[config.mk]
export PLATFORM = sky130hd
export DESIGN_NAME = trimmed_mean_adc_filter_flat
export DESIGN_NICKNAME = d
export VERILOG_FILES = /design/src/design/tma_pkg.sv /design/src/design/tma_if.sv /design/src/design/tma_cdiv.sv /design/src/design/trimmed_mean_adc_filter.sv /design/src/flat_wrapper.sv
export SDC_FILE = /design/constraint.sdc
export NUM_CORES = 1
export LEC_CHECK = 0
export BUFFER_PORTS_ARGS = -buffer_cell sky130_fd_sc_hd__buf_2
export CAP_MARGIN = 10
export CORE_AREA = 2 2 215 217
export CTS_BUF_LIST = sky130_fd_sc_hd__clkbuf_2 sky130_fd_sc_hd__clkbuf_4 sky130_fd_sc_hd__clkbuf_8
export DETAILED_ROUTE_END_ITERATION = 10
export DIE_AREA = 0 0 217 219
export GPL_TIMING_DRIVEN = 0
export PLACE_DENSITY = 0.56
export SYNTH_ARGS = -nofsm -noshare
export SYNTH_HDL_FRONTEND = slang
export SYNTH_SLANG_ARGS = --single-unit
[constraint.sdc]
create_clock -name clk_i -period 18.95 [get_ports clk_i]
set_input_delay 2.8425 -clock clk_i [delete_from_list [all_inputs] [get_ports clk_i]]
set_output_delay 2.8425 -clock clk_i [all_outputs]
set_load 0.01 [all_outputs]
[src/design/tma_pkg.sv]
package tma_pkg;

  // Block geometry.
  localparam int SAMPLES_PER_CHANNEL = 30;
  localparam int CHANNEL_COUNT       = 3;

  // Fixed field widths.
  localparam int SAMPLE_W = 12;
  localparam int CHAN_W   = 2;

  // Derived widths. The sum holds a full block of full-scale samples.
  localparam int SUM_W    = $clog2(SAMPLES_PER_CHANNEL * ((1 << SAMPLE_W) - 1) + 1);
  localparam int CNT_W    = $clog2(SAMPLES_PER_CHANNEL + 1);
  localparam int CH_IDX_W = (CHANNEL_COUNT > 1) ? $clog2(CHANNEL_COUNT) : 1;

  // The trimmed sum is divided by a constant through a reciprocal multiply.
  localparam int DIVISOR = SAMPLES_PER_CHANNEL - 2;
  localparam int RECIP_W = SUM_W + 1;
  localparam logic [RECIP_W-1:0] RECIP = RECIP_W'((1 << SUM_W) / DIVISOR);

  // One channel's accumulator entry.
  typedef struct packed {
    logic [SUM_W-1:0]    sum;
    logic [SAMPLE_W-1:0] max;
    logic [SAMPLE_W-1:0] min;
    logic [CNT_W-1:0]    cnt;
  } entry_t;

  // A completed block handed to the divider.
  typedef struct packed {
    logic [SUM_W-1:0]  trimmed;
    logic [CHAN_W-1:0] channel;
  } res_t;

endpackage

[src/design/tma_if.sv]
interface tma_in_if import tma_pkg::*; ();
  logic                valid;
  logic                ready;
  logic [SAMPLE_W-1:0] sample;
  logic [CHAN_W-1:0]   channel;

  modport source (output valid, output sample, output channel, input ready);
  modport sink   (input valid, input sample, input channel, output ready);
endinterface

interface tma_out_if import tma_pkg::*; ();
  logic                valid;
  logic                ready;
  logic [SAMPLE_W-1:0] average;
  logic [CHAN_W-1:0]   result_channel;

  modport source (output valid, output average, output result_channel, input ready);
  modport sink   (input valid, input average, input result_channel, output ready);
endinterface

[src/design/tma_cdiv.sv]
// Divides the trimmed sum by the constant divisor: a reciprocal multiply,
// then a single correction step, then the output register.
module tma_cdiv import tma_pkg::*; (
  input  logic  clk_i,
  input  logic  rst_ni,
  input  logic  req_valid_i,
  output logic  req_ready_o,
  input  res_t  req_i,
  tma_out_if.source out_o
);

  localparam int PROD_W = SUM_W + RECIP_W;

  logic                s2_v_q;
  res_t                s2_q;
  logic                s3_v_q;
  logic [SAMPLE_W-1:0] s3_qest_q;
  res_t                s3_q;
  logic                ov_q;
  logic [SAMPLE_W-1:0] avg_q;
  logic [CHAN_W-1:0]   och_q;

  logic                s3_move;
  logic                s2_move;
  logic [PROD_W-1:0]   prod;
  logic [SUM_W-1:0]    back;
  logic [SUM_W-1:0]    rem;
  logic [SAMPLE_W-1:0] quot;

  assign s3_move     = !ov_q || out_o.ready;
  assign s2_move     = !s3_v_q || s3_move;
  assign req_ready_o = !s2_v_q || s2_move;

  // The estimate is never above the true quotient and at most one below it.
  assign prod = PROD_W'(s2_q.trimmed) * PROD_W'(RECIP);
  assign back = SUM_W'(s3_qest_q) * SUM_W'(DIVISOR);
  assign rem  = s3_q.trimmed - back;
  assign quot = (rem >= SUM_W'(DIVISOR)) ? s3_qest_q + SAMPLE_W'(1) : s3_qest_q;

  always_ff @(posedge clk_i or negedge rst_ni) begin
    if (!rst_ni) begin
      s2_v_q <= 1'b0;
      s3_v_q <= 1'b0;
      ov_q   <= 1'b0;
    end else begin
      if (req_ready_o) s2_v_q <= req_valid_i;
      if (s2_move)     s3_v_q <= s2_v_q;
      if (s3_move)     ov_q   <= s3_v_q;
    end
  end

  always_ff @(posedge clk_i) begin
    if (req_ready_o && req_valid_i) begin
      s2_q <= req_i;
    end
    if (s2_move && s2_v_q) begin
      s3_q      <= s2_q;
      s3_qest_q <= prod[SUM_W +: SAMPLE_W];
    end
    if (s3_move && s3_v_q) begin
      avg_q <= quot;
      och_q <= s3_q.channel;
    end
  end

  assign out_o.valid          = ov_q;
  assign out_o.average        = avg_q;
  assign out_o.result_channel = och_q;

endmodule

[src/design/trimmed_mean_adc_filter.sv]
// Channel  Direction  Payload                          Handshake
// in_i     sink       sample[11:0], channel[1:0]       valid/ready
// out_o    source     average[11:0], result_channel    valid/ready
//
// One sample is accepted every cycle unless the input stalls. A result
// passes from the accumulator update of the sample that completes its
// block through the reciprocal multiply and then the correction step,
// which loads the output register.
// The per-channel accumulators sit in a small memory with a registered read;
// back-to-back samples on the same channel take the freshly updated entry
// over a bypass path instead of the stale memory word.
// Reset clears all control state and marks every channel entry as empty.
// Input stalls only when a completing sample finds the divider and the
// output register full while the output side is held off.
module trimmed_mean_adc_filter import tma_pkg::*; (
  input  logic      clk_i,
  input  logic      rst_ni,
  tma_in_if.sink    in_i,
  tma_out_if.source out_o
);

  // Accumulator memory, one entry per channel, and the valid bit of each entry.
  // An entry that was never written reads as empty.
  entry_t                   mem [CHANNEL_COUNT];
  logic [CHANNEL_COUNT-1:0] vld_q;

  // Update stage: the sample waits here while its entry is read.
  logic                s1_v_q;
  logic [SAMPLE_W-1:0] s1_samp_q;
  logic [CH_IDX_W-1:0] s1_idx_q;
  logic                s1_ent_v_q;
  entry_t              rd_q;
  logic                byp_v_q;
  entry_t              byp_q;

  logic                accept;
  logic                in_ok;
  logic [CH_IDX_W-1:0] in_idx;
  logic                s1_move;
  logic                s1_fire;
  entry_t              cur;
  entry_t              upd;
  entry_t              wr_ent;
  logic                done;
  res_t                req;
  logic                req_ready;

  assign in_idx = in_i.channel[CH_IDX_W-1:0];
  // Channels beyond the configured count are taken and dropped.
  assign in_ok  = in_i.channel < CHAN_W'(CHANNEL_COUNT);
  assign accept = in_i.valid && in_i.ready;

  // The current entry: bypassed value when the previous sample updated the
  // same channel, otherwise the memory word, or empty if never written.
  always_comb begin
    if (byp_v_q) begin
      cur = byp_q;
    end else if (s1_ent_v_q) begin
      cur = rd_q;
    end else begin
      cur = '0;
    end
  end

  // The first sample of a block loads sum, max and min.
  always_comb begin
    upd = cur;
    if (cur.cnt == '0) begin
      upd.sum = SUM_W'(s1_samp_q);
      upd.max = s1_samp_q;
      upd.min = s1_samp_q;
    end else begin
      upd.sum = cur.sum + SUM_W'(s1_samp_q);
      if (s1_samp_q > cur.max) upd.max = s1_samp_q;
      if (s1_samp_q < cur.min) upd.min = s1_samp_q;
    end
    upd.cnt = cur.cnt + CNT_W'(1);
  end

  assign done   = upd.cnt == CNT_W'(SAMPLES_PER_CHANNEL);
  // A finished block leaves its channel cleared for the next one.
  assign wr_ent = done ? '0 : upd;

  assign req.trimmed = upd.sum - SUM_W'(upd.max) - SUM_W'(upd.min);
  assign req.channel = CHAN_W'(s1_idx_q);

  assign s1_move    = !(s1_v_q && done) || req_ready;
  assign s1_fire    = s1_v_q && s1_move;
  assign in_i.ready = !s1_v_q || s1_move;

  always_ff @(posedge clk_i or negedge rst_ni) begin
    if (!rst_ni) begin
      s1_v_q  <= 1'b0;
      byp_v_q <= 1'b0;
      vld_q   <= '0;
    end else begin
      if (in_i.ready) begin
        s1_v_q <= accept && in_ok;
      end
      if (accept) begin
        byp_v_q <= s1_fire && (s1_idx_q == in_idx);
      end
      if (s1_fire) begin
        vld_q[s1_idx_q] <= 1'b1;
      end
    end
  end

  // Memory write of the updated entry and registered read for the next sample.
  always_ff @(posedge clk_i) begin
    if (s1_fire) begin
      mem[s1_idx_q] <= wr_ent;
    end
    if (accept) begin
      rd_q       <= mem[in_idx];
      s1_ent_v_q <= vld_q[in_idx];
      s1_samp_q  <= in_i.sample;
      s1_idx_q   <= in_idx;
      byp_q      <= wr_ent;
    end
  end

  tma_cdiv u_cdiv (
    .clk_i       (clk_i),
    .rst_ni      (rst_ni),
    .req_valid_i (s1_v_q && done),
    .req_ready_o (req_ready),
    .req_i       (req),
    .out_o       (out_o)
  );

endmodule

[src/flat_wrapper.sv]
// flat-port wrapper written by rule: the top's interface ports become plain ports
module trimmed_mean_adc_filter_flat import tma_pkg::*;
  (clk_i, rst_ni, in_i_valid, in_i_sample, in_i_channel, in_i_ready, out_o_valid, out_o_average, out_o_result_channel, out_o_ready);
  tma_in_if in_i_i ();
  tma_out_if out_o_i ();
  input  logic clk_i;
  input  logic rst_ni;
  input wire logic [$bits(in_i_i.valid)-1:0] in_i_valid;
  input wire logic [$bits(in_i_i.sample)-1:0] in_i_sample;
  input wire logic [$bits(in_i_i.channel)-1:0] in_i_channel;
  output wire logic [$bits(in_i_i.ready)-1:0] in_i_ready;
  output wire logic [$bits(out_o_i.valid)-1:0] out_o_valid;
  output wire logic [$bits(out_o_i.average)-1:0] out_o_average;
  output wire logic [$bits(out_o_i.result_channel)-1:0] out_o_result_channel;
  input wire logic [$bits(out_o_i.ready)-1:0] out_o_ready;
  assign in_i_i.valid = in_i_valid;
  assign in_i_i.sample = in_i_sample;
  assign in_i_i.channel = in_i_channel;
  assign in_i_ready = in_i_i.ready;
  assign out_o_valid = out_o_i.valid;
  assign out_o_average = out_o_i.average;
  assign out_o_result_channel = out_o_i.result_channel;
  assign out_o_i.ready = out_o_ready;
  trimmed_mean_adc_filter u_core (.clk_i(clk_i), .rst_ni(rst_ni), .in_i(in_i_i), .out_o(out_o_i));
endmodule
# Yosys cells after proc, flatten, opt, wreduce, memory -nomap -nowiden
# Memories as Yosys holds them, arrays and structs flattened. A register that Yosys moved wholly into a read port is not among the register bits.
# Cells that the tools add are included.
# totals
input_bits,18
mem_bits_rw,138
register_bits,133
out_inout_bits,16
mem_count,1
elab_cells,72
# memory_table
memory,depth,width,read_ports,rd_ports_with_merged_regs,wr,line,text
u_core.mem,3,46,1,1,1,trimmed_mean_adc_filter.sv:24,entry_t mem [CHANNEL_COUNT];
# op_classes
add_sub_neg,6
bitwise_logic,1
n_eq_ne,2
magnitude_cmp,7
mux,13
reduce_logical,20
multipliers,2
# op_table
cell,count
$mux W46,3
$mux W41,1
$mux W12,3
$sub A17 B12 Y17,2
$mul A17 B13 Y29 const B,1
$add A17 B12 Y17,1
$ge A17 B5 Y1 const B,1
$sub A17 B17 Y17,1
$mul A12 B3 Y15 const B,1
$add A12 B1 Y12 const B,1
$gt A12 B12 Y1,1
$lt A12 B12 Y1,1
$logic_and A1 B1 Y1,9
$lt A2 B3 Y1 const B,2
$add A5 B1 Y5 const B,1
$eq A5 B5 Y1 const B,1
$logic_not A1 Y1,5
$logic_not A5 Y1,1
$logic_or A1 B1 Y1,5
$mux W1,4
$or A3 B3 Y3,1
$bmux W1 S2,1
$demux W1 S2,1
$eq A2 B2 Y1,1
other kinds (2),2

# Logic depth before layout (Yosys ltp)
# Gate-level depths: netlist (run 1).
# logic_depth
ltp_word,10
mapped_depth,28
depth_no_buf,23

# Modules after synthesis
# From an unflattened synthesis (run 1), not the netlist that was laid out.
# unflattened
hier_cells,1425
area_unflattened_um2,18068.6
# by_module_without_submodules
mod,n_inst,seq_area_each_um2,cells_each,area_per_inst_um2
trimmed_mean_adc_filter,1,7482.2,883,11945.2
tma_cdiv,1,1936.9,542,6123.4

# Worst setup path before layout (run 1)
# OpenSTA, ideal clock, no wires.
# synth_timing
path_type,input to register
start,input port out_o_ready
end,memory u_core.mem[2][0] (netlist name) (enable)
setup_slack_ns,11.818
arrival_time_ns,6.614
cell_stages,4
required_ns,18.432
n_path_buf,0
setup_ns,0.518
cell_sequence,nor2b_1 > nand3_1 > o21ai_0 > nor3b_1
# synth_via
elab_chain_len,7
# synth_rtl
item,line,text
from (decl),flat_wrapper.sv:15,input wire logic [$bits(out_o_i.ready)-1:0] out_o_ready;
$logic_or A1 B1 Y1,tma_cdiv.sv:30,assign s3_move = !ov_q || out_o.ready;
$logic_or A1 B1 Y1,tma_cdiv.sv:31,assign s2_move = !s3_v_q || s3_move;
$logic_or A1 B1 Y1,tma_cdiv.sv:32,assign req_ready_o = !s2_v_q || s2_move;
$logic_or A1 B1 Y1,trimmed_mean_adc_filter.sv:87,assign s1_move = !(s1_v_q && done) || req_ready;
$logic_and A1 B1 Y1,trimmed_mean_adc_filter.sv:88,assign s1_fire = s1_v_q && s1_move;
$mux W1,trimmed_mean_adc_filter.sv:111,if (s1_fire) begin
$mux W1 (implied by the code),trimmed_mean_adc_filter.sv:112,mem[s1_idx_q] <= wr_ent;
to (decl),trimmed_mean_adc_filter.sv:24,
# Every way passes these cells.

==> flow_summary.json, run 1 <==
{
  "finalWorstSetupSlack_ns": 11.02,
  "clk_pin_slew_ns": 0.06,
  "clkLatencyLatePin_ns": 0.63,
  "synth_common_cells": "edfxtp_1, ha_1, inv_1, nand2_1, o21ai_0",
  "setup_violations": 0,
  "endpoint_kind": "flop",
  "intPower_mw": 1.42,
  "fin_nets": 1759,
  "cts_sinks": 315,
  "switching_share_pct": 29.7,
  "antennaDiodeCount": 0,
  "synth_fp_nets": 1652,
  "fin_area_um2": 20200,
  "p_sw_mw": 0.603,
  "place_ws_ns": 11.07,
  "critPathMaxFanout": 10,
  "drv_cap": 0,
  "cts_buffer_depth": 3,
  "core_um2": 45100,
  "cp_common_cell": "a21o_1",
  "area_growth_pct": 12.6,
  "clockRootBuffer": "clkbuf_8",
  "rows": 78,
  "post_cts_buffers": 0,
  "die_w_um": 217,
  "wirelength_mm": 40.4,
  "synth_edf_count": 307,
  "start_kind": "flop",
  "cp.required_ns": 19.32,
  "drt_iter0_drc": 613,
  "critPathMaxStageDelay_ns": 0.63,
  "powerDensity_nw_per_um2": 100,
  "grt-ovfl-total": 0,
  "grt_pass1_vias": 11700,
  "p_leak_nw": 8.16,
  "gp_congestion": 0.911,
  "ys_ff_latch": 315,
  "hold_violations": 0,
  "crit_buf_inv": 5,
  "pwr-share-seq_pct": 43.6,
  "syn-cell-area_um2": 17900,
  "dpl_cell_area_um2": 19100,
  "cts_tree": "yes",
  "dieHeight_um": 219,
  "tns_ns": 0,
  "grt_usage_pct": 17.5,
  "worstMarginPinSlew_ns": 0.941,
  "min_period_ns": 7.93,
  "async_flop_share_pct": 2.54,
  "grt_antenna_before_repair": 0,
  "grt_first_pass_wirelength_mm": 63.7,
  "synth_top_area_share_pct": 51.5,
  "drive_above_1_share_pct": 11.4,
  "yosysWarnings": 0,
  "max_clock_freq_mhz": 126,
  "vias_per_cell": 5.16,
  "status": "completed",
  "fillers": 4172,
  "yosysUniqueCellTypes": 64,
  "ant_nets": 0,
  "netlist_instances": 1416,
  "crit_family": "compound AO/OA/AOI/OAI gates",
  "vias": 11200,
  "syn_avg_cell_area_um2": 12.6,
  "cts-buffers-inserted": 53,
  "rsz0062_at_grt": "false",
  "finalClockSkew_ns": 0.0297,
  "power_frac_comb_pct": 26.5,
  "ir_worst_vdd_mv": 0.0582,
  "portBuffers": 33,
  "synth_area_leader_cell": "edfxtp_1",
  "die_area_um2": 47500,
  "ys.flop_type": "edfxtp_1",
  "hold_class": "reg -> reg",
  "yosysMostFrequentCell": "edfxtp_1",
  "first_pass_iters": 5,
  "critical_path_class": "reg -> reg",
  "grt_max_degree": 65,
  "cts_hold_repair.buffers": 0,
  "synth_area_leaders": "edfxtp_1, ha_1, fa_1",
  "htree_levels": 2,
  "yosysSeqAreaShare_pct": 52.6,
  "cts_resized": 0,
  "post_drt_wl_per_cell_um": 18.6,
  "io-pin-count": 34,
  "crit_path_top_delay_cell": "o41ai_1",
  "p_clk_share_pct": 29.9,
  "initial_core_util_pct": 39.7,
  "critPathArrivalTime_ns": 8.30,
  "slew_headroom_pct": 37.2,
  "dp_hpwl_mm": 30.6,
  "remaining_drc_errors": 0,
  "maxSlewViolCount": 0,
  "min_period_over_period_pct": 41.8
}
[power groups by stage]
stage / clock (mW) / combinational (mW) / sequential [mW]
floorplan: 0 / 0.398 / 0.893
global placement: 0 / 0.519 / 0.901
detailed placement: 0 / 0.532 / 0.899
CTS: 0.628 / 0.536 / 0.885
global route: 0.657 / 0.605 / 0.888
finish: 0.606 / 0.536 / 0.884
[layout by cell type, fill, tap and decap left out, types with 18 or more instances in the layout]
cell type,n
a22oi_1,30
o21a_1,19
fa_1,58
a21o_1,24
inv_1,126
buf_2,38
ha_1,160
o21ai_0,82
nand2_1,88
clkbuf_4,18
clkbuf_8,54
and2_1,25
mux2i_1,60
nor3_1,20
edfxtp_1,307
clkbuf_1,27
xnor2_1,32
a21oi_1,42
xor2_1,33
nor2_1,73
mux2_2,19
[kinds of logic after synthesis]
logic type	count (synthesis)	share of synthesized area (%)
AND/OR/NAND/NOR	294	7.94
buffers and inverters	167	3.53
adder cells (fa/ha/maj)	218	17.7
multiplexers	79	4.55
AO/OA/AOI/OAI	278	10.6
flip-flops	315	52.6
XOR/XNOR	65	3.18
[flip-flops by register name (all words and copies together) (netlist names), 2 cells and up]
name,count
u_core.u_cdiv.s2_q,19
u_core.u_cdiv.out_o.result_channel,2
u_core.rd_q,46
u_core.byp_q,46
u_core.mem,138
u_core.s1_samp_q,12
u_core.u_cdiv.s3_qest_q,12
u_core.s1_idx_q,2
u_core.u_cdiv.s3_q,17
u_core.vld_q,3
u_core.u_cdiv.out_o.average,12
[cell type report]
type	instances	area, um2	share of cell area, %
clock inverter	26	208	1.03
buffer	41	160	0.794
inverter	126	473	2.34
timing repair buffer	52	422	2.09
sequential	315	9420	46.7
clock buffer	71	865	4.29
multi-input combinational	934	7880	39.1
tap	600	751	3.72
[worst register-to-register path, cell delays in order (launching register included)]
cell and delay, ns:
dfrtp_1 0.36, clkbuf_1 0.20, nor2b_1 0.15, clkbuf_1 0.40, clkbuf_1 0.49, buf_1 0.51
a22oi_1 0.22, ha_1 0.24, a21o_1 0.15, a21o_1 0.17, a21o_1 0.17, a21o_1 0.17
a221o_1 0.34, a2111oi_0 0.41, nor3_1 0.18, buf_2 0.25, mux2_2 0.36, fa_1 0.49
ha_1 0.38, nand4_1 0.14, nor2_1 0.05, mux2_2 0.29, o41ai_1 0.63, o21ai_0 0.27
a41oi_1 0.32, o2111ai_1 0.16, xor2_1 0.18
[per-layer routing]
metal / track usage (%) / part of all wire [%]
met5: 0 / 0
met1: 21.1 / 43
met3: 2.36 / 3.4
met4: 6.92 / 3.3
met2: 31.5 / 51
[path summary, 6_finish.rpt]
kind | start | to | slack (ns) | depth (start not counted)
max in group asynchronous | rst_ni | u_core.u_cdiv.out_o.valid$_DFFE_PN0P_ | 16.72 | 1
setup reg to reg | u_core.byp_v_q$_DFFE_PN0P_ | u_core.u_cdiv.s2_q[17]$_DFFE_PP_ | 11.02 | 26
setup / recovery | u_core.byp_v_q$_DFFE_PN0P_ | u_core.u_cdiv.s2_q[17]$_DFFE_PP_ | 11.02 | 26
hold / removal | u_core.u_cdiv.s3_q[0]$_DFFE_PP_ | u_core.u_cdiv.out_o.result_channel[0]$_DFFE_PP_ | 0.42 | 0
min in group asynchronous | rst_ni | u_core.vld_q[2]$_DFFE_PN0P_ | 2.06 | 1
hold reg to reg | u_core.u_cdiv.s3_q[0]$_DFFE_PP_ | u_core.u_cdiv.out_o.result_channel[0]$_DFFE_PP_ | 0.42 | 0
[stage by stage]
step | power (mW) | hold slack (ns) | cells | utilization [%]
finish | 2.03 | 0.418 | 2165 | 44.7
global route | 2.15 | 0.433 | 2165 | 44.7
CTS | 2.05 | 0.420 | 2163 | 44.7
detailed placement | 1.43 | 0.407 | 2066 | 42.3
global placement | 1.42 | 0.404 | 2049 | 41.8
floorplan | 1.29 | 0.400 | 1416 | -
No activity file was read; power rests on OpenSTA's default activity.
==> run 2: changes to the inputs <==
Settings changed: PLACE_DENSITY 0.56 to 0.58.
Clock period 18.95 ns to 6.45 ns, I/O delays scaled along.
==> run 2 against run 1 <==
  * Wire length decreased by 0.95%
  * Highest routed layer unchanged
  * Total power grew to 3.0 times the previous value
  * Core utilization rose by 0.20 points
  * Clock power grew to 2.8 times the previous value
  * Non-clock buffer count is 3 higher
  * Critical path depth decreased by 3
  * Critical endpoint unchanged
  * Register-to-register slack got worse by 11 ns
  * Die area stayed put
  * Design area rose by 0.45%
==> flow_summary.json, run 2 (synthesis gave the netlist of run 1 again) <==
{
  "ant_nets": 0,
  "min_period_over_period_pct": 95.4,
  "hold_violations": 0,
  "die_w_um": 217,
  "dp_hpwl_mm": 30.5,
  "critPathArrivalTime_ns": 6.50,
  "slew_headroom_pct": 37.3,
  "max_clock_freq_mhz": 163,
  "pwr-share-seq_pct": 43.2,
  "area_growth_pct": 13.2,
  "worstMarginPinSlew_ns": 0.940,
  "hold_class": "in -> async",
  "report.power.total_mw": 6.02,
  "grt-ovfl-total": 0,
  "setup_violations": 0,
  "antennaDiodeCount": 0,
  "maxSlewViolCount": 0,
  "cp.required_ns": 6.80,
  "vias": 11100,
  "cts_tree": "yes",
  "critPathMaxFanout": 10,
  "initial_core_util_pct": 39.7,
  "clkLatencyLatePin_ns": 0.63,
  "remaining_drc_errors": 0,
  "final_cell_count_no_fill": 2162,
  "gp_congestion": 0.900,
  "dieHeight_um": 219,
  "setup.worst_path.start": "u_core.byp_v_q$_DFFE_PN0P_",
  "cts-buffers-inserted": 53,
  "grt_usage_pct": 17.5,
  "endpoint_kind": "flop",
  "htree_levels": 2,
  "portBuffers": 33,
  "dpl_cell_area_um2": 19100,
  "cts_sinks": 315,
  "grt_first_pass_wirelength_mm": 63.9,
  "largestRegisters": "u_core.mem x138, u_core.byp_q x46, u_core.rd_q x46",
  "drt_iter0_drc": 587,
  "top_register": "u_core.mem",
  "powerDensity_nw_per_um2": 297,
  "cts_buffer_depth": 3,
  "rows": 78,
  "status": "completed",
  "drive_above_1_share_pct": 12.9,
  "vias_per_cell": 5.13,
  "cts_hold_repair.buffers": 0,
  "min_period_ns": 6.15,
  "clk_pin_slew_ns": 0.06,
  "fin_nets": 1762,
  "grt_max_degree": 57,
  "dp_cells": 2066,
  "power_frac_comb_pct": 28.2,
  "finalClockSkew_ns": 0.0268,
  "ir_worst_vdd_mv": 0.186,
  "drv_cap": 0,
  "switching_share_pct": 30.3,
  "largest_register_ffs": 138,
  "tns_ns": 0,
  "die_area_um2": 47500,
  "grt_antenna_before_repair": 0,
  "p_sw_mw": 1.82,
  "rr_startpoint": "u_core.byp_v_q$_DFFE_PN0P_",
  "core_um2": 45100,
  "grt_pass1_vias": 11800,
  "finish.utilization_pct": 44.9,
  "first_pass_iters": 4,
  "intPower_mw": 4.20,
  "clockRootBuffer": "clkbuf_8",
  "rsz0062_at_grt": "false",
  "p_clk_share_pct": 28.6,
  "layout_commonest_cell": "edfxtp_1",
  "final_cell_mix": "edfxtp_1, ha_1, inv_1, nand2_1, o21ai_0",
  "p_leak_nw": 8.18,
  "start_kind": "flop",
  "io-pin-count": 34,
  "fin_area_um2": 20300,
  "wirelength_mm": 40.0,
  "post_drt_wl_per_cell_um": 18.5,
  "critical_path_class": "reg -> reg"
}
## run 2: changes by cell type in the layout (fill, tap and decap cells not counted), moves of 3 or more
cell / before / now
clkbuf_8: 54 / 57
clkbuf_2: 0 / 3
buf_4: 0 / 8
clkbuf_1: 27 / 19
a22oi_1: 30 / 27
a22oi_2: 0 / 3
clkinv_1: 12 / 9
clkinv_2: 8 / 3
## run 2: per-stage QoR
step           setup WS, ns  hold WS [ns]
2_1_floorplan         0.132         0.400
3_3_place_gp          -4.02         0.404
3_5_place_dp          -1.28         0.406
4_1_cts              0.0528         0.142
5_1_grt              0.0168         0.160
6_report              0.299         0.197
## run 2: power by group through the flow
| stage | clock (mW) | sequential [mW] | combinational, mW |
|---|---|---|---|
| floorplan | 0 | 2.62 | 1.18 |
| global placement | 0 | 2.65 | 1.54 |
| detailed placement | 0 | 2.64 | 1.58 |
| CTS | 1.77 | 2.60 | 1.64 |
| global route | 1.86 | 2.61 | 1.91 |
| finish | 1.72 | 2.60 | 1.70 |
## run 2: worst max-delay path: stages (launching register included)
cell,delay (ns)
dfrtp_2,0.43
clkbuf_4,0.21
clkbuf_4,0.25
a22oi_2,0.21
ha_1,0.28
a21o_1,0.19
a21o_1,0.17
a21o_1,0.17
a21o_1,0.17
a221o_1,0.40
a2111oi_4,0.37
nor3_2,0.12
buf_4,0.20
mux2_2,0.34
fa_1,0.50
ha_1,0.35
nand4_1,0.13
nor2_1,0.05
mux2_2,0.32
o41ai_4,0.34
o21ai_2,0.13
a41oi_2,0.24
o2111ai_1,0.14
xor2_1,0.17
## run 2: path summary, 6_finish.rpt
check | depth (start not counted) | to | slack, ns
setup / recovery | 23 | u_core.u_cdiv.s2_q[17]$_DFFE_PP_ | 0.30
hold / removal | 1 | u_core.byp_v_q$_DFFE_PN0P_ | 0.20
setup reg to reg | 23 | u_core.u_cdiv.s2_q[17]$_DFFE_PP_ | 0.30
hold reg to reg | 0 | u_core.u_cdiv.s3_q[0]$_DFFE_PP_ | 0.42
max in group asynchronous | 1 | u_core.byp_v_q$_DFFE_PN0P_ | 6.07
min in group clk_i | 0 | u_core.u_cdiv.s3_q[0]$_DFFE_PP_ | 0.42
## run 2: metal layers
layer	track usage (%)	vias up	routed length, um
met5	0	-	0
met4	8.52	0	1700
met3	2.51	95	1150
met2	30.2	167	19500
met1	21.5	5442	17600
li1	-	5395	-
## run 2: layout make-up
class | count | area (um2)
Fill cell | 4220 | 24800
Sequential cell | 315 | 9420
Multi-Input combinational cell | 934 | 7970
Clock buffer | 73 | 892
Tap cell | 600 | 751
Inverter | 126 | 473
Timing Repair Buffer | 56 | 437
Buffer | 40 | 193
Clock inverter | 18 | 134
## run 2: what timing repair did
item,CTS,global route
endpoints found under the hold margin,0,0
gates resized for setup,20,16
endpoints found under the setup margin,12,6
pin swaps,2,1
buffers inserted,2,2
==> run 3: changes to the inputs <==
Settings changed: CORE_AREA 2 2 215 217 to 2 2 193 195, DIE_AREA 0 0 217 219 to 0 0 195 197, PLACE_DENSITY 0.58 to 0.69.
==> run 3 against run 2 <==
  * Sequential power about the same
  * Wire length decreased by 3.0%
  * Clock power shrank 3%
  * Combinational power about the same
  * Maximum frequency shrank 0.70%
  * Register-to-register slack lost 0.04 ns
  * Sequential share of layout area is 0.55 points higher
  * Hold slack got worse by 0.014 ns
  * Total power shrank 0.97%
  * Die area decreased by 19%
  * Critical path type unchanged
  * Critical endpoint unchanged
==> flow_summary.json, run 3 (synthesis gave the netlist of run 1 again) <==
{
  "largest_register_ffs": 138,
  "final_cell_mix": "edfxtp_1, ha_1, inv_1, nand2_1, o21ai_0",
  "crit_family": "compound AO/OA/AOI/OAI gates",
  "reg2reg_slack_ns": 0.26,
  "p_sw_mw": 1.83,
  "grt_first_pass_wirelength_mm": 61.8,
  "first_pass_iters": 5,
  "intPower_mw": 4.14,
  "critPathArrivalTime_ns": 6.56,
  "status": "completed",
  "drt_iter0_drc": 713,
  "crit_path_top_delay_cell": "fa_1",
  "finalClockSkew_ns": 0.0534,
  "cts_buffer_depth": 3,
  "grt_usage_pct": 20.9,
  "die_area_um2": 38400,
  "dp_hpwl_mm": 29.3,
  "powerDensity_nw_per_um2": 298,
  "cts-buffers-inserted": 50,
  "min_period_ns": 6.19,
  "critical_path_class": "reg -> reg",
  "portBuffers": 33,
  "critPathMaxStageDelay_ns": 0.57,
  "grt_antenna_before_repair": 0,
  "fillers": 3082,
  "pwr-share-seq_pct": 43.6,
  "ir_worst_vdd_mv": 0.226,
  "start_kind": "flop",
  "area_growth_pct": 11.8,
  "remaining_drc_errors": 0,
  "htree_levels": 2,
  "post_drt_wl_per_cell_um": 19.2,
  "drv_cap": 0,
  "worstMarginPinSlew_ns": 0.894,
  "clockRootBuffer": "clkbuf_8",
  "fin_nets": 1758,
  "vias": 11200,
  "finish.utilization_pct": 55.2,
  "hold_class": "in -> async",
  "finalWorstSetupSlack_ns": 0.255,
  "grt_pass1_vias": 11700,
  "clkLatencyLatePin_ns": 0.64,
  "top_register": "u_core.mem",
  "grt-ovfl-total": 0,
  "rows": 70,
  "core_um2": 36300,
  "io-pin-count": 34,
  "hold_violations": 0,
  "min_period_over_period_pct": 96.0,
  "cts_hold_repair.buffers": 0,
  "place_ws_ns": -1.16,
  "switching_share_pct": 30.6,
  "power_frac_comb_pct": 28.5,
  "die_w_um": 195,
  "max_clock_freq_mhz": 161,
  "endpoint_kind": "flop",
  "crit_buf_inv": 4,
  "p_leak_nw": 8.16,
  "gp_congestion": 0.932,
  "cts_sinks": 315,
  "dieHeight_um": 197,
  "wirelength_mm": 38.8,
  "initial_core_util_pct": 49.4,
  "p_clk_share_pct": 27.9,
  "clk_pin_slew_ns": 0.06,
  "cp.required_ns": 6.82,
  "cp_cell_sequence": "nor2b_1 > buf_4 > clkbuf_8 > buf_6 > a22oi_1 > ha_1 > a21o_1 > a21o_1 > a21o_1 > a221o_1 > a2111oi_4 > nor3_2 > buf_4 > mux2_2 > fa_1 > ha_2 > a21o_1 > a21oi_1 > o21bai_1 > o41ai_4 > o21ai_2 > a41oi_2 > o2111ai_1 > xor2_1",
  "vias_per_cell": 5.56,
  "maxSlewViolCount": 0,
  "ant_nets": 0,
  "antennaDiodeCount": 0,
  "cts_tree": "yes",
  "slew_headroom_pct": 40.1,
  "grt_max_degree": 71,
  "critPathMaxFanout": 10,
  "cp_common_cell": "a21o_1",
  "largestRegisters": "u_core.mem x138, u_core.byp_q x46, u_core.rd_q x46",
  "setup_violations": 0,
  "drive_above_1_share_pct": 12.7,
  "layout_commonest_cell": "edfxtp_1"
}
[run 3: cell types whose count changed in the layout (fill, tap and decap cells not counted), moves of 2 or more]
cell	before	now
buf_6	15	12
clkbuf_8	57	52
clkinvlp_4	3	1
buf_8	0	3
clkinv_1	9	7
[run 3: path summary, 6_finish.rpt]
kind | start | to | cells after the start
worst max-delay path | u_core.s1_ent_v_q$_DFFE_PP_ | u_core.u_cdiv.s2_q[17]$_DFFE_PP_ | 24
worst min-delay path | rst_ni | u_core.u_cdiv.out_o.valid$_DFFE_PN0P_ | 1
worst max register to register | u_core.s1_ent_v_q$_DFFE_PP_ | u_core.u_cdiv.s2_q[17]$_DFFE_PP_ | 24
worst min register to register | u_core.u_cdiv.s2_q[1]$_DFFE_PP_ | u_core.u_cdiv.s3_q[1]$_DFFE_PP_ | 0
max in group asynchronous | rst_ni | u_core.byp_v_q$_DFFE_PN0P_ | 1
min in group clk_i | u_core.u_cdiv.s2_q[1]$_DFFE_PP_ | u_core.u_cdiv.s3_q[1]$_DFFE_PP_ | 0
[run 3: repair_timing]
| action | 4_1_cts | 5_1_grt |
|---|---|---|
| endpoints found under the setup margin | 12 | 6 |
| setup buffers | 0 | 3 |
| pin swaps | 1 | 1 |
| resized for setup | 20 | 17 |
[run 3: per-stage QoR]
stage	total power, mW	cells	hold slack [ns]	setup TNS, ns	instance area, um2
floorplan	3.80	1416	0.400	0	17900
global placement	4.16	1917	0.403	-623.44	18700
detailed placement	4.20	1934	0.408	-6.69	18900
CTS	5.92	2018	0.136	0	19900
global route	6.30	2023	0.164	-0.0292	20000
finish	5.97	2023	0.183	0	20000
[run 3: final cells by class]
type                            instances  area [um2]  share of cell area, %
Sequential cell                       315        9420                   47.0
Multi-Input combinational cell        934        7960                   39.7
Clock buffer                           70         845                   4.22
Tap cell                              468         586                   2.92
Inverter                              126         473                   2.36
Timing Repair Buffer                   55         434                   2.17
Buffer                                 40         194                  0.968
Clock inverter                         15         120                  0.600
[run 3: power by group through the flow]
stage          Combinational (mW)  Sequential (mW)  Clock (mW)
2_1_floorplan                1.18             2.62           0
3_3_place_gp                 1.51             2.65           0
3_5_place_dp                 1.56             2.64           0
4_1_cts                      1.61             2.60        1.71
5_1_grt                      1.88             2.61        1.80
6_report                     1.70             2.60        1.67
[run 3: layer usage]
layer / GRT usage (%) / share of wire (%) / routed length, um
met1: 25.1 / 42 / 16200
met3: 3.34 / 4.3 / 1670
met5: 0 / 0 / 0
met4: 10.1 / 4.1 / 1590
met2: 36.8 / 50 / 19300
